### config.mk
export PLATFORM = sky130hd
export DESIGN_NAME = multi_segment_envelope_generator_unit
export DESIGN_NICKNAME = d
export VERILOG_FILES = /design/src/design/mseg_pkg.sv /design/src/design/mseg_table.sv /design/src/design/mseg_div.sv /design/src/design/multi_segment_envelope_generator_unit.sv
export SDC_FILE = /design/constraint.sdc
export NUM_CORES = 2
export LEC_CHECK = 0
export ABC_AREA = 1
export BUFFER_PORTS_ARGS = -buffer_cell sky130_fd_sc_hd__buf_2
export CAP_MARGIN = 20
export CORE_MARGIN = 1.5
export CORE_UTILIZATION = 55
export CTS_CLUSTER_DIAMETER = 50
export DETAILED_ROUTE_END_ITERATION = 8
export GPL_TIMING_DRIVEN = 0
export PLACE_DENSITY = 0.72
export SLEW_MARGIN = 5
export SYNTH_ARGS = -nofsm -noshare
export SYNTH_HDL_FRONTEND = slang
export SYNTH_SLANG_ARGS = --single-unit
### constraint.sdc
create_clock -name clk -period 5.8 [get_ports clk]
set_input_delay 0.87 -clock clk [delete_from_list [all_inputs] [get_ports clk]]
set_output_delay 0.87 -clock clk [all_outputs]
set_load 0.01 [all_outputs]
### src/design/mseg_pkg.sv
// Shared types and constants for the multi-segment envelope generator.
// No dependencies; imported by the table, divider and top-level modules.
package mseg_pkg;

  localparam int NUM_POINTS_DEF = 8;
  localparam int FRAME_BITS_DEF = 20;

  localparam int LEVEL_W    = 24;
  localparam int VALUE_W    = 16;
  localparam int GAIN_W     = 16;
  localparam int FADE_W     = 12;
  localparam int SP_W       = 4;
  localparam int CMD_W      = 2;
  localparam int PIDX_W     = 3;
  localparam int PFRM_W     = 20;
  localparam int CFG_IDX_W  = 2;
  localparam int CFG_DATA_W = 12;

  localparam logic [CMD_W-1:0] CMD_TICK    = 2'd0;
  localparam logic [CMD_W-1:0] CMD_RESTART = 2'd1;
  localparam logic [CMD_W-1:0] CMD_RELEASE = 2'd2;
  localparam logic [CMD_W-1:0] CMD_WRITE   = 2'd3;

  localparam logic [CFG_IDX_W-1:0] CFG_SUSTAIN = 2'd0;
  localparam logic [CFG_IDX_W-1:0] CFG_LOOP    = 2'd1;
  localparam logic [CFG_IDX_W-1:0] CFG_FADE    = 2'd2;

  localparam logic [SP_W-1:0]   SP_RST       = 4'hF;
  localparam logic [FADE_W-1:0] FADE_LEN_RST = 12'd48;

  typedef struct packed {
    logic [CMD_W-1:0]   cmd;
    logic [GAIN_W-1:0]  gain;
    logic [PIDX_W-1:0]  point_index;
    logic [PFRM_W-1:0]  point_frames;
    logic [VALUE_W-1:0] point_value;
  } in_item_t;

  typedef struct packed {
    logic [LEVEL_W-1:0] level;
    logic               done_res;
  } out_item_t;

endpackage

### src/design/mseg_table.sv
// Point table: one synchronous memory of {frames, value} per point.
// One write port, one read port with registered read data. Uses mseg_pkg.
module mseg_table #(
  parameter int NUM_POINTS = mseg_pkg::NUM_POINTS_DEF,
  parameter int FRAME_BITS = mseg_pkg::FRAME_BITS_DEF
) (
  input  logic                         clk,
  input  logic                         wr_en,
  input  logic [$clog2(NUM_POINTS)-1:0] wr_addr,
  input  logic [FRAME_BITS-1:0]        wr_frames,
  input  logic [mseg_pkg::VALUE_W-1:0] wr_value,
  input  logic                         rd_en,
  input  logic [$clog2(NUM_POINTS)-1:0] rd_addr,
  output logic [FRAME_BITS-1:0]        rd_frames,
  output logic [mseg_pkg::VALUE_W-1:0] rd_value
);
  import mseg_pkg::*;

  localparam int ENT_W = FRAME_BITS + VALUE_W;

  logic [ENT_W-1:0] mem [NUM_POINTS];
  logic [ENT_W-1:0] rd_q_r;

  always_ff @(posedge clk) begin
    if (wr_en) begin
      mem[wr_addr] <= {wr_frames, wr_value};
    end
    if (rd_en) begin
      rd_q_r <= mem[rd_addr];
    end
  end

  assign rd_frames = rd_q_r[ENT_W-1:VALUE_W];
  assign rd_value  = rd_q_r[VALUE_W-1:0];

endmodule

### src/design/mseg_div.sv
// Serial restoring divider: unsigned LEVEL_W-bit dividend, one quotient bit per cycle.
// Pulses done in the cycle after the last step. Uses mseg_pkg.
module mseg_div #(
  parameter int DVS_W = mseg_pkg::FRAME_BITS_DEF
) (
  input  logic                         clk,
  input  logic                         rst_n,
  input  logic                         start,
  input  logic [mseg_pkg::LEVEL_W-1:0] dividend,
  input  logic [DVS_W-1:0]             divisor,
  output logic                         done,
  output logic [mseg_pkg::LEVEL_W-1:0] quotient
);
  import mseg_pkg::*;

  localparam int CNT_W = $clog2(LEVEL_W + 1);

  logic               busy_r, busy_nxt;
  logic               done_r, done_nxt;
  logic [CNT_W-1:0]   cnt_r, cnt_nxt;
  logic [DVS_W-1:0]   rem_r, rem_nxt;
  logic [LEVEL_W-1:0] quo_r, quo_nxt;
  logic [DVS_W-1:0]   dvs_r, dvs_nxt;
  logic [DVS_W:0]     shifted;
  logic [DVS_W:0]     trial;
  logic               fits;

  always_comb begin
    shifted  = {rem_r, quo_r[LEVEL_W-1]};
    trial    = shifted - {1'b0, dvs_r};
    fits     = (shifted >= {1'b0, dvs_r});
    busy_nxt = busy_r;
    done_nxt = 1'b0;
    cnt_nxt  = cnt_r;
    rem_nxt  = rem_r;
    quo_nxt  = quo_r;
    dvs_nxt  = dvs_r;
    if (start) begin
      busy_nxt = 1'b1;
      cnt_nxt  = CNT_W'(LEVEL_W);
      rem_nxt  = '0;
      quo_nxt  = dividend;
      dvs_nxt  = divisor;
    end else if (busy_r) begin
      rem_nxt = fits ? trial[DVS_W-1:0] : shifted[DVS_W-1:0];
      quo_nxt = {quo_r[LEVEL_W-2:0], fits};
      cnt_nxt = cnt_r - 1'b1;
      if (cnt_r == CNT_W'(1)) begin
        busy_nxt = 1'b0;
        done_nxt = 1'b1;
      end
    end
  end

  always_ff @(posedge clk) begin
    if (!rst_n) begin
      busy_r <= 1'b0;
      done_r <= 1'b0;
      cnt_r  <= '0;
    end else begin
      busy_r <= busy_nxt;
      done_r <= done_nxt;
      cnt_r  <= cnt_nxt;
    end
    rem_r <= rem_nxt;
    quo_r <= quo_nxt;
    dvs_r <= dvs_nxt;
  end

  assign done     = done_r;
  assign quotient = quo_r;

endmodule

### src/design/multi_segment_envelope_generator_unit.sv
// Channel  Handshake              Payload
// in_      in_valid / in_ready    in_data (in_item_t): cmd, gain, point fields
// out_     out_valid / out_ready  out_data (out_item_t): level, done_res
// cfg_     cfg_valid / cfg_ready  cfg_index, cfg_data (sustain, loop, fade length)
//
// Restart, release and table write end in ST_IDLE. A finished tick goes to
// ST_OUT; a held sustain via ST_MUL, ST_CALC; a spent point also via ST_ADV;
// a fade via ST_DIV, a glide via ST_MUL, ST_CALC, ST_DIV, ST_ADV; the 24-step
// serial divider sets their time. One item at a time; ticks stall in ST_OUT
// while the output is full. Sync active-low reset; the table is not cleared.
module multi_segment_envelope_generator_unit #(
  parameter int NUM_POINTS = mseg_pkg::NUM_POINTS_DEF,
  parameter int FRAME_BITS = mseg_pkg::FRAME_BITS_DEF
) (
  input  logic                            clk,
  input  logic                            rst_n,
  input  logic                            in_valid,
  output logic                            in_ready,
  input  mseg_pkg::in_item_t              in_data,
  output logic                            out_valid,
  input  logic                            out_ready,
  output mseg_pkg::out_item_t             out_data,
  input  logic                            cfg_valid,
  output logic                            cfg_ready,
  input  logic [mseg_pkg::CFG_IDX_W-1:0]  cfg_index,
  input  logic [mseg_pkg::CFG_DATA_W-1:0] cfg_data
);
  import mseg_pkg::*;

  localparam int SEG_W = $clog2(NUM_POINTS);
  localparam int CMP_W = (SEG_W + 1 > 5) ? SEG_W + 1 : 5;
  localparam int DVS_W = (FRAME_BITS > FADE_W) ? FRAME_BITS : FADE_W;
  localparam int PROD_W = VALUE_W + GAIN_W;

  typedef enum logic [5:0] {
    ST_IDLE = 6'b000001,
    ST_MUL  = 6'b000010,
    ST_CALC = 6'b000100,
    ST_DIV  = 6'b001000,
    ST_ADV  = 6'b010000,
    ST_OUT  = 6'b100000
  } state_t;

  state_t              state_r, state_nxt;
  logic [LEVEL_W-1:0]  level_r, level_nxt;
  logic [SEG_W-1:0]    seg_r, seg_nxt;
  logic [FRAME_BITS-1:0] step_r, step_nxt;
  logic [FADE_W-1:0]   fade_r, fade_nxt;
  logic                sust_r, sust_nxt;
  logic                fin_r, fin_nxt;
  logic                rst_pend_r, rst_pend_nxt;
  logic [SP_W-1:0]     sp_r, sp_nxt;
  logic                loop_r, loop_nxt;
  logic [FADE_W-1:0]   fade_len_r, fade_len_nxt;
  logic [GAIN_W-1:0]   gain_r, gain_nxt;
  logic                hold_r, hold_nxt;
  logic                oob_r, oob_nxt;
  logic                fade_mode_r, fade_mode_nxt;
  logic                neg_r, neg_nxt;
  logic [PROD_W-1:0]   prod_r, prod_nxt;
  logic                out_valid_r, out_valid_nxt;
  out_item_t           out_data_r, out_data_nxt;

  logic                  in_acc;
  logic                  tbl_wr_en;
  logic [SEG_W-1:0]      tbl_wr_addr;
  logic                  tbl_rd_en;
  logic [SEG_W-1:0]      tbl_rd_addr;
  logic [FRAME_BITS-1:0] tbl_frames;
  logic [VALUE_W-1:0]    tbl_value;

  logic                  div_start;
  logic [LEVEL_W-1:0]    div_dividend;
  logic [DVS_W-1:0]      div_divisor;
  logic                  div_done;
  logic [LEVEL_W-1:0]    div_quo;

  logic                  fin_eff, sust_eff, hold_eff;
  logic [SEG_W-1:0]      seg_eff;
  logic [CMP_W-1:0]      sp_idx, sp_next, seg_inc;
  logic [LEVEL_W-1:0]    target;
  logic [LEVEL_W:0]      diff;
  logic [LEVEL_W:0]      diff_mag;
  logic [FRAME_BITS-1:0] step_inc;

  assign in_acc    = in_valid && in_ready;
  assign in_ready  = (state_r == ST_IDLE);
  assign cfg_ready = 1'b1;
  assign out_valid = out_valid_r;
  assign out_data  = out_data_r;

  assign tbl_wr_en   = in_acc && (in_data.cmd == CMD_WRITE) &&
                       (CMP_W'(in_data.point_index) < CMP_W'(NUM_POINTS));
  assign tbl_wr_addr = SEG_W'(in_data.point_index);

  mseg_table #(
    .NUM_POINTS (NUM_POINTS),
    .FRAME_BITS (FRAME_BITS)
  ) u_table (
    .clk       (clk),
    .wr_en     (tbl_wr_en),
    .wr_addr   (tbl_wr_addr),
    .wr_frames (FRAME_BITS'(in_data.point_frames)),
    .wr_value  (in_data.point_value),
    .rd_en     (tbl_rd_en),
    .rd_addr   (tbl_rd_addr),
    .rd_frames (tbl_frames),
    .rd_value  (tbl_value)
  );

  mseg_div #(
    .DVS_W (DVS_W)
  ) u_div (
    .clk      (clk),
    .rst_n    (rst_n),
    .start    (div_start),
    .dividend (div_dividend),
    .divisor  (div_divisor),
    .done     (div_done),
    .quotient (div_quo)
  );

  always_comb begin
    state_nxt     = state_r;
    level_nxt     = level_r;
    seg_nxt       = seg_r;
    step_nxt      = step_r;
    fade_nxt      = fade_r;
    sust_nxt      = sust_r;
    fin_nxt       = fin_r;
    rst_pend_nxt  = rst_pend_r;
    sp_nxt        = sp_r;
    loop_nxt      = loop_r;
    fade_len_nxt  = fade_len_r;
    gain_nxt      = gain_r;
    hold_nxt      = hold_r;
    oob_nxt       = oob_r;
    fade_mode_nxt = fade_mode_r;
    neg_nxt       = neg_r;
    prod_nxt      = prod_r;
    out_valid_nxt = out_valid_r && !out_ready;
    out_data_nxt  = out_data_r;
    tbl_rd_en     = 1'b0;
    tbl_rd_addr   = seg_r;
    div_start     = 1'b0;
    div_dividend  = level_r;
    div_divisor   = DVS_W'(fade_r);

    // Effective state after a pending restart, used by a tick
    fin_eff  = rst_pend_r ? 1'b0 : fin_r;
    sust_eff = rst_pend_r ? 1'b0 : sust_r;
    seg_eff  = rst_pend_r ? '0 : seg_r;
    hold_eff = sust_eff && !sp_r[SP_W-1];
    sp_idx   = CMP_W'(sp_r[SP_W-2:0]);
    sp_next  = sp_idx + 1'b1;
    seg_inc  = CMP_W'(seg_r) + 1'b1;
    step_inc = step_r + 1'b1;
    target   = oob_r ? '0 : prod_r[PROD_W-1:PROD_W-LEVEL_W];
    diff     = {1'b0, target} - {1'b0, level_r};
    diff_mag = diff[LEVEL_W] ? ({(LEVEL_W + 1){1'b0}} - diff) : diff;

    if (cfg_valid && cfg_ready) begin
      case (cfg_index)
        CFG_SUSTAIN: sp_nxt = cfg_data[SP_W-1:0];
        CFG_LOOP:    loop_nxt = cfg_data[0];
        CFG_FADE:    fade_len_nxt = cfg_data[FADE_W-1:0];
        default: ;
      endcase
    end

    case (state_r)
      ST_IDLE: begin
        if (in_acc) begin
          case (in_data.cmd)
            CMD_RESTART: begin
              sust_nxt     = 1'b0;
              fin_nxt      = 1'b0;
              seg_nxt      = '0;
              step_nxt     = '0;
              fade_nxt     = '0;
              rst_pend_nxt = 1'b0;
            end
            CMD_RELEASE: begin
              if (!sp_r[SP_W-1]) begin
                sust_nxt = 1'b0;
                step_nxt = '0;
                if (sp_next >= CMP_W'(NUM_POINTS)) begin
                  fin_nxt = 1'b1;
                  seg_nxt = '0;
                end else begin
                  seg_nxt = sp_next[SEG_W-1:0];
                end
              end else if (fade_len_r != '0) begin
                fade_nxt = fade_len_r;
              end
            end
            CMD_TICK: begin
              gain_nxt = in_data.gain;
              if (fade_r != '0) begin
                div_start     = 1'b1;
                fade_mode_nxt = 1'b1;
                state_nxt     = ST_DIV;
              end else begin
                fade_mode_nxt = 1'b0;
                if (rst_pend_r) begin
                  sust_nxt     = 1'b0;
                  fin_nxt      = 1'b0;
                  seg_nxt      = '0;
                  step_nxt     = '0;
                  rst_pend_nxt = 1'b0;
                end
                if (fin_eff) begin
                  level_nxt = '0;
                  state_nxt = ST_OUT;
                end else begin
                  tbl_rd_en   = 1'b1;
                  tbl_rd_addr = hold_eff ? SEG_W'(sp_r[SP_W-2:0]) : seg_eff;
                  hold_nxt    = hold_eff;
                  oob_nxt     = hold_eff && (sp_idx >= CMP_W'(NUM_POINTS));
                  state_nxt   = ST_MUL;
                end
              end
            end
            default: ;  // table write goes straight to the memory port
          endcase
        end
      end
      ST_MUL: begin
        prod_nxt  = tbl_value * gain_r;
        state_nxt = ST_CALC;
      end
      ST_CALC: begin
        if (hold_r) begin
          level_nxt = target;
          state_nxt = ST_OUT;
        end else if (tbl_frames > step_r) begin
          div_start    = 1'b1;
          div_dividend = diff_mag[LEVEL_W-1:0];
          div_divisor  = DVS_W'(tbl_frames - step_r);
          neg_nxt      = diff[LEVEL_W];
          state_nxt    = ST_DIV;
        end else begin
          state_nxt = ST_ADV;
        end
      end
      ST_DIV: begin
        if (div_done) begin
          if (fade_mode_r) begin
            level_nxt = level_r - div_quo;
            fade_nxt  = fade_r - 1'b1;
            if (fade_r == FADE_W'(1)) begin
              fin_nxt = 1'b1;
            end
            state_nxt = ST_OUT;
          end else begin
            level_nxt = neg_r ? (level_r - div_quo) : (level_r + div_quo);
            state_nxt = ST_ADV;
          end
        end
      end
      ST_ADV: begin
        // Advance the point once its frames are used up, or enter sustain at the sustain point
        if ((step_inc >= tbl_frames) && !sust_r) begin
          step_nxt = '0;
          if (!sp_r[SP_W-1] && (CMP_W'(seg_r) == sp_idx)) begin
            sust_nxt = 1'b1;
          end else if (seg_inc >= CMP_W'(NUM_POINTS)) begin
            seg_nxt = '0;
            if (!loop_r) begin
              fin_nxt = 1'b1;
            end
          end else begin
            seg_nxt = seg_inc[SEG_W-1:0];
          end
        end else begin
          step_nxt = step_inc;
        end
        state_nxt = ST_OUT;
      end
      ST_OUT: begin
        // Hold the result until the output register is free
        if (!out_valid_r || out_ready) begin
          out_valid_nxt         = 1'b1;
          out_data_nxt.level    = level_r;
          out_data_nxt.done_res = fin_r;
          state_nxt             = ST_IDLE;
        end
      end
      default: state_nxt = ST_IDLE;
    endcase
  end

  always_ff @(posedge clk) begin
    if (!rst_n) begin
      state_r     <= ST_IDLE;
      level_r     <= '0;
      seg_r       <= '0;
      step_r      <= '0;
      fade_r      <= '0;
      sust_r      <= 1'b0;
      fin_r       <= 1'b1;
      rst_pend_r  <= 1'b1;
      sp_r        <= SP_RST;
      loop_r      <= 1'b0;
      fade_len_r  <= FADE_LEN_RST;
      out_valid_r <= 1'b0;
    end else begin
      state_r     <= state_nxt;
      level_r     <= level_nxt;
      seg_r       <= seg_nxt;
      step_r      <= step_nxt;
      fade_r      <= fade_nxt;
      sust_r      <= sust_nxt;
      fin_r       <= fin_nxt;
      rst_pend_r  <= rst_pend_nxt;
      sp_r        <= sp_nxt;
      loop_r      <= loop_nxt;
      fade_len_r  <= fade_len_nxt;
      out_valid_r <= out_valid_nxt;
    end
    gain_r      <= gain_nxt;
    hold_r      <= hold_nxt;
    oob_r       <= oob_nxt;
    fade_mode_r <= fade_mode_nxt;
    neg_r       <= neg_nxt;
    prod_r      <= prod_nxt;
    out_data_r  <= out_data_nxt;
  end

endmodule
# [Yosys cells after proc, flatten, opt, wreduce, memory -nomap -nowiden]
# Memories as Yosys holds them, arrays and structs flattened. A register that Yosys moved wholly into a read port is not among the register bits.
# Cells that the tools add are included.
# W data, S select, Z words.
[totals] regBits=233 mem_bits_rw=288 input_bits=76 elab_cells=232 n_memories=1
[op_classes] n_addsub=11 mul=1 order_cmp=5 eq_ne=37 n_mux=104 bitwise=7 reduce_logical=39
[memory_table] name="u_table.mem" depth=8 word_bits=36 rd=1 rd_clocked_by_memory_dff=1 wr=1 line="mseg_table.sv:21" rtl="logic [ENT_W-1:0] mem [NUM_POINTS];"
[op_table] operator="$mux W24" count=14
[op_table] operator="$mux W20" count=6
[op_table] operator="$mux W12" count=8
[op_table] operator="$pmux W24 S3" count=1
[op_table] operator="$pmux W20 S3" count=1
[op_table] operator="$mux W6" count=8
[op_table] operator="$pmux W12 S2" count=2
[op_table] operator="$mux W3" count=14
[op_table] operator="$pmux W20 S2" count=1
[op_table] operator="$sub A20 B20 Y20" count=2
[op_table] operator="$mux W1" count=37
[op_table] operator="$pmux W6 S6" count=1
[op_table] operator="$mul A16 B16 Y32" count=1
[op_table] operator="$reduce_and A7 Y1" count=4
[op_table] operator="$sub A24 B24 Y25" count=1
[op_table] operator="$add A24 B24 Y24" count=1
[op_table] operator="$reduce_bool A12 Y1" count=2
[op_table] operator="$sub A1 B24 Y24 const A" count=1
[op_table] operator="$sub A24 B24 Y24" count=1
[op_table] operator="$ne A2 B2 Y1 const B" count=11
[op_table] operator="$ge A21 B20 Y1" count=1
[op_table] operator="$add A20 B1 Y20 const B" count=1
[op_table] operator="$ge A20 B20 Y1" count=1
[op_table] operator="$gt A20 B20 Y1" count=1
[op_table] operator="39 further kinds" count=83

# [Longest topological paths before layout]
[logic_depth] word_depth=8 ltp_mapped=25

# [By module]
# Synthesis repeated with hierarchy kept, for this count alone.
[unflattened] cells_unflattened=5165 hier_area_um2=40582.7
[modules_own_cells] mod="multi_segment_envelope_generator_unit" n_inst=1 cells_each=3300 area_each_um2=22668.0 seq_area_each_um2=3763.6
[modules_own_cells] mod="mseg_table" n_inst=1 cells_each=1297 area_each_um2=13641.8 seq_area_each_um2=9729.3
[modules_own_cells] mod="mseg_div" n_inst=1 cells_each=568 area_each_um2=4272.8 seq_area_each_um2=1861.8

# [Worst setup path after synthesis]
# Ideal clock, no wire load.
[synth_timing] kind="register to register" startpoint="reg u_table.rd_q_r[7] (read register of u_table.mem)" endpoint="reg prod_r[27], data pin" arrival_ns=5.258 t_required_ns=5.535 slack_ns=0.277 path_stages_with_launch=23 period_less_slack_ns=5.523 cell_sequence="edfxtp_1 -> clkbuf_1 -> clkbuf_1 -> nand2_1 -> fa_1 -> inv_1 -> fa_1 -> inv_1 -> fa_1 -> inv_1 -> fa_1 -> fa_1 -> inv_1 -> fa_1 -> inv_1 -> ha_1 -> a21oi_1 -> inv_1 -> nor2_1 -> nand2_1 -> a21boi_0 -> o21ai_0 -> xor2_1"
[synth_via] elab_chain_cells=1
[synth_lines] item="start: declaration" line="mseg_table.sv:22" rtl="logic [ENT_W-1:0] rd_q_r;"
[synth_lines] item="$mul A16 B16 Y32" line="multi_segment_envelope_generator_unit.sv:229" rtl="prod_nxt = tbl_value * gain_r;"
[synth_lines] item="end signal: assignment" line="multi_segment_envelope_generator_unit.sv:326" rtl="prod_r <= prod_nxt;"
[synth_lines] item="end: declaration" line="multi_segment_envelope_generator_unit.sv:60" rtl="logic [PROD_W-1:0] prod_r, prod_nxt;"
# No other way between the ends.
# A chain may end at the register's enable or synchronous reset.

# [Worst setup path after layout]
[layout_timing] startpoint="reg u_table.rd_q_r[2] (read register of u_table.mem)" endpoint="reg prod_r[24], data pin"
# The elaborated chain is that of the path after synthesis.

==> run summary <==
Result of the run = finished, final reports clean
Vias in the first global route = 32400
Cell depth of the worst setup path = 18
Post-detailed-placement half-perimeter wirelength = 89300 um
Top cell type's share of synthesized area = 33.2%
Final instance area = 44600 um^2
TritonCTS clock tree = yes
Via-to-Cell Ratio = 5.53
Max Freq = 0.174 GHz
Least-Margin Pin Slew = 1.18 ns
Final TNS setup = 0 ns
Leading cell types in the layout, fill and taps excluded = 1177 x sky130_fd_sc_hd__nand2_1, 908 x sky130_fd_sc_hd__inv_1, 436 x sky130_fd_sc_hd__edfxtp_1, 233 x sky130_fd_sc_hd__ha_1, 232 x sky130_fd_sc_hd__a21oi_1
IR drop worst, VDD = 0.438 mV
Cell breakdown of the critical path = buf_2, nand2_1, fa_1, fa_1, inv_1, fa_1, fa_1, fa_1, inv_1, fa_1, inv_1, ha_1, a21oi_2, o21ai_2, a21oi_2, nor2_1, a211oi_2, xnor2_1
Number of cell rows = 98
Largest area contributor in the netlist = sky130_fd_sc_hd__edfxtp_1
Buffers and inverters on the worst path = 4
Hold bufs inserted after CTS = 0
Critical path's slowest cell = sky130_fd_sc_hd__fa_1
Die outline width = 271 um
Reg2reg setup slack = 0.05 ns
Number of enable-type register cells in the synthesized netlist = 436
Die height = 271 um
Reg2Reg Capture Point = prod_r[24]
Total power per unit cell area = 379 nW/um^2
Max-capacitance violation count = 0
Sequential share of the synthesized area = 38.9%
Placeable core region = 71200 um^2
Routed wire length per instance = 19.4 um
Largest net degree at the start of global routing = 37
Clock sink count = 549
Syn-to-layout area delta = 13.2%
Dominant synthesized flop cell = sky130_fd_sc_hd__edfxtp_1
Number of cells in the design after placement = 5845
Placed standard-cell area = 41600 um^2
Type of origin of the critical path = register
Register-to-Register Path Depth = 18
Number of flip-flops and latches in the synthesized netlist = 549
TritonRoute pass-1 iters = 6
Count of endpoints failing setup in the final report = 0
Crit end category = register
CTS HTree Levels = 3
Number of instances in the synthesized netlist = 4757
Placer's final routability congestion estimate = 0.981
Worst Hold Launch = in_data[41]
Family of cells with the greatest summed delay on the critical path = adder cells
Unique cell type count in the Yosys netlist = 59
Most common cell after layout, fill and taps aside = sky130_fd_sc_hd__nand2_1
Area of the die = 73300 um^2
Via total after detailed routing = 33100
Max-slew violation total from the final report = 0
Final Net Count = 5498
Leakage = 20.7 nW
Layout Cells excl Fill = 5993
Yosys warnings = 0
Total routed wirelength = 116000 um
Arrival time at the worst endpoint = 6.09 ns
Biggest cell delay along the critical path = 0.54 ns
Share of the clock period used by the worst path after layout = 99.1%
Mean post-synth cell area = 8.29 um^2
Hold/Removal Path Class = input pin to register
Capture point of the critical path = prod_r[24]
First-pass GRT wire length = 178000 um
Clock buffer count from CTS = 74
Port Buffer Count = 101
Tmin final = 5.75 ns
Post-route antenna net violation count = 0
Max Root-Sink Buffers = 3
Worst-skew pair later-pin latency = 0.65 ns
Initial core utilization = 55.4%
Critical register-to-register path startpoint = u_table.rd_q_r[2]
Share of post-route cells with drive strength above 1 = 9.61%
Number of antenna violations at the first check in global routing = 9
I/O pins = 104
Cell types occupying the most area after synthesis = sky130_fd_sc_hd__edfxtp_1 33%, sky130_fd_sc_hd__nand2_1 11%, sky130_fd_sc_hd__fa_1 10%
Final number of hold-violating endpoints = 0
Netlist Area Pre-Place = 39400 um^2
Clock Pin Slew Worst Setup and Hold Paths = 0.06 ns
WP data required = 6.14 ns
Fraction of registers with async set or reset after synthesis = 0%
Critical path startpoint = u_table.rd_q_r[2]
GR Overflow Total = 0
Cell seen most often among critical-path stages = sky130_fd_sc_hd__fa_1
Type of the setup path with the least slack = register to register
Relative slew margins = 21.1%
DRC errors left = 0
CP Max Fanout = 10
Drt initial violations = 2810
Setup skew after layout = 0.0493 ns
Net count after synthesis = 5270
Global-route usage over all layers = 31.3%
Root Buffer = sky130_fd_sc_hd__clkbuf_16
power by group:
part           switching, mW  internal (mW)  total, mW
combinational           4.78           2.80       7.58
sequential             0.119           4.68       4.80
clock                   1.87           2.69       4.56
total                   6.77           10.2       16.9
state kept, by name, summed over array words and instances (netlist names), 3 cells and up:
name,count
fade_len_r,12
fade_r,12
gain_r,16
level_r,24
out_data,25
prod_r,24
seg_r,3
sp_r,4
state_r,6
step_r,20
u_div.cnt_r,5
u_div.dvs_r,20
u_div.quotient,24
u_div.rem_r,20
u_table.mem,288
u_table.rd_q_r,36
synthesized netlist by cell type (13+ instances only):
library cell and count:
sky130_fd_sc_hd__fa_1 198, sky130_fd_sc_hd__nand2_1 1181, sky130_fd_sc_hd__edfxtp_1 436, sky130_fd_sc_hd__nand3_1 206
sky130_fd_sc_hd__xor2_1 79, sky130_fd_sc_hd__o21bai_1 16, sky130_fd_sc_hd__inv_2 13, sky130_fd_sc_hd__o21ai_1 29
sky130_fd_sc_hd__xnor2_1 24, sky130_fd_sc_hd__nand4_1 50, sky130_fd_sc_hd__buf_4 18, sky130_fd_sc_hd__ha_1 239
sky130_fd_sc_hd__o211ai_1 183, sky130_fd_sc_hd__o21ai_0 236, sky130_fd_sc_hd__buf_2 44, sky130_fd_sc_hd__clkbuf_1 112
sky130_fd_sc_hd__dfxtp_1 113, sky130_fd_sc_hd__nor2_1 237, sky130_fd_sc_hd__nor3_1 60, sky130_fd_sc_hd__inv_1 909
sky130_fd_sc_hd__a21oi_1 246
metrics by stage:
step / total power [mW] / utilization (%) / setup WS, ns / hold WS, ns
2_1_floorplan: 9.61 / - / 0.277 / 0.431
3_3_place_gp: 11.3 / 57.7 / -1.53 / 0.454
3_5_place_dp: 11.4 / 58.4 / -0.852 / 0.459
4_1_cts: 16.1 / 62.2 / 0.00255 / 0.413
5_1_grt: 18.0 / 62.7 / -0.0466 / 0.419
6_report: 16.9 / 62.7 / 0.0508 / 0.431
routing by layer:
metal	GRT usage [%]	routed length, um	vias up
li1	-	-	15900
met3	4.72	8780	273
met1	38.7	45700	15700
met5	0	39	-
met2	54.4	57000	1287
met4	13.6	5020	6
cells by family (layout without fill, tap and decap cells):
group                    after synthesis  in the layout  share of synthesized area, %
adder cells (fa/ha/maj)              437            437                          17.6
XOR/XNOR                             103            103                          2.29
AND/OR/NAND/NOR                     1778           1778                          18.5
buffers and inverters               1102           1384                          10.8
other                                  1              5                       0.00951
flip-flops                           549            549                          38.9
AO/OA/AOI/OAI                        787            787                          11.8
timing repair:
action / in CTS / in global routing
resized for setup: 61 / 71
pin swaps: 1 / 10
endpoints found under the setup margin: 20 / 15
setup buffers: 29 / 14
worst register-to-register path, delay by kind of cell (launching register included):
kind	cells	cell delay, ns
flip-flops	1	0.50
adder cells (fa/ha/maj)	7	3.37
XOR/XNOR	1	0.12
AO/OA/AOI/OAI	4	0.76
AND/OR/NAND/NOR	2	0.21
buffers and inverters	4	0.52
how the worst min path moves through the flow:
stage / cells past startpoint / slack (ns) / end
2_1_floorplan: 0 / 0.43 / out_data[0]
3_3_place_gp: 2 / 0.45 / step_r[18]
3_5_place_dp: 0 / 0.46 / out_data[0]
4_1_cts: 1 / 0.41 / gain_r[15]
5_1_grt: 1 / 0.42 / gain_r[15]
6_report: 1 / 0.43 / gain_r[2]
cell type report:
| class | count | area, um^2 |
|---|---|---|
| inverters | 925 | 3470 |
| multi-input cells | 3106 | 20100 |
| fillers | 6130 | 26600 |
| clock buffers | 90 | 2000 |
| plain buffers | 148 | 820 |
| well taps | 950 | 1190 |
| repair buffers | 181 | 1220 |
| diodes | 4 | 10.0 |
| flip-flops and latches | 549 | 15400 |
| clock inverters | 40 | 492 |
Note: power is estimated with default switching activity, not from simulation.
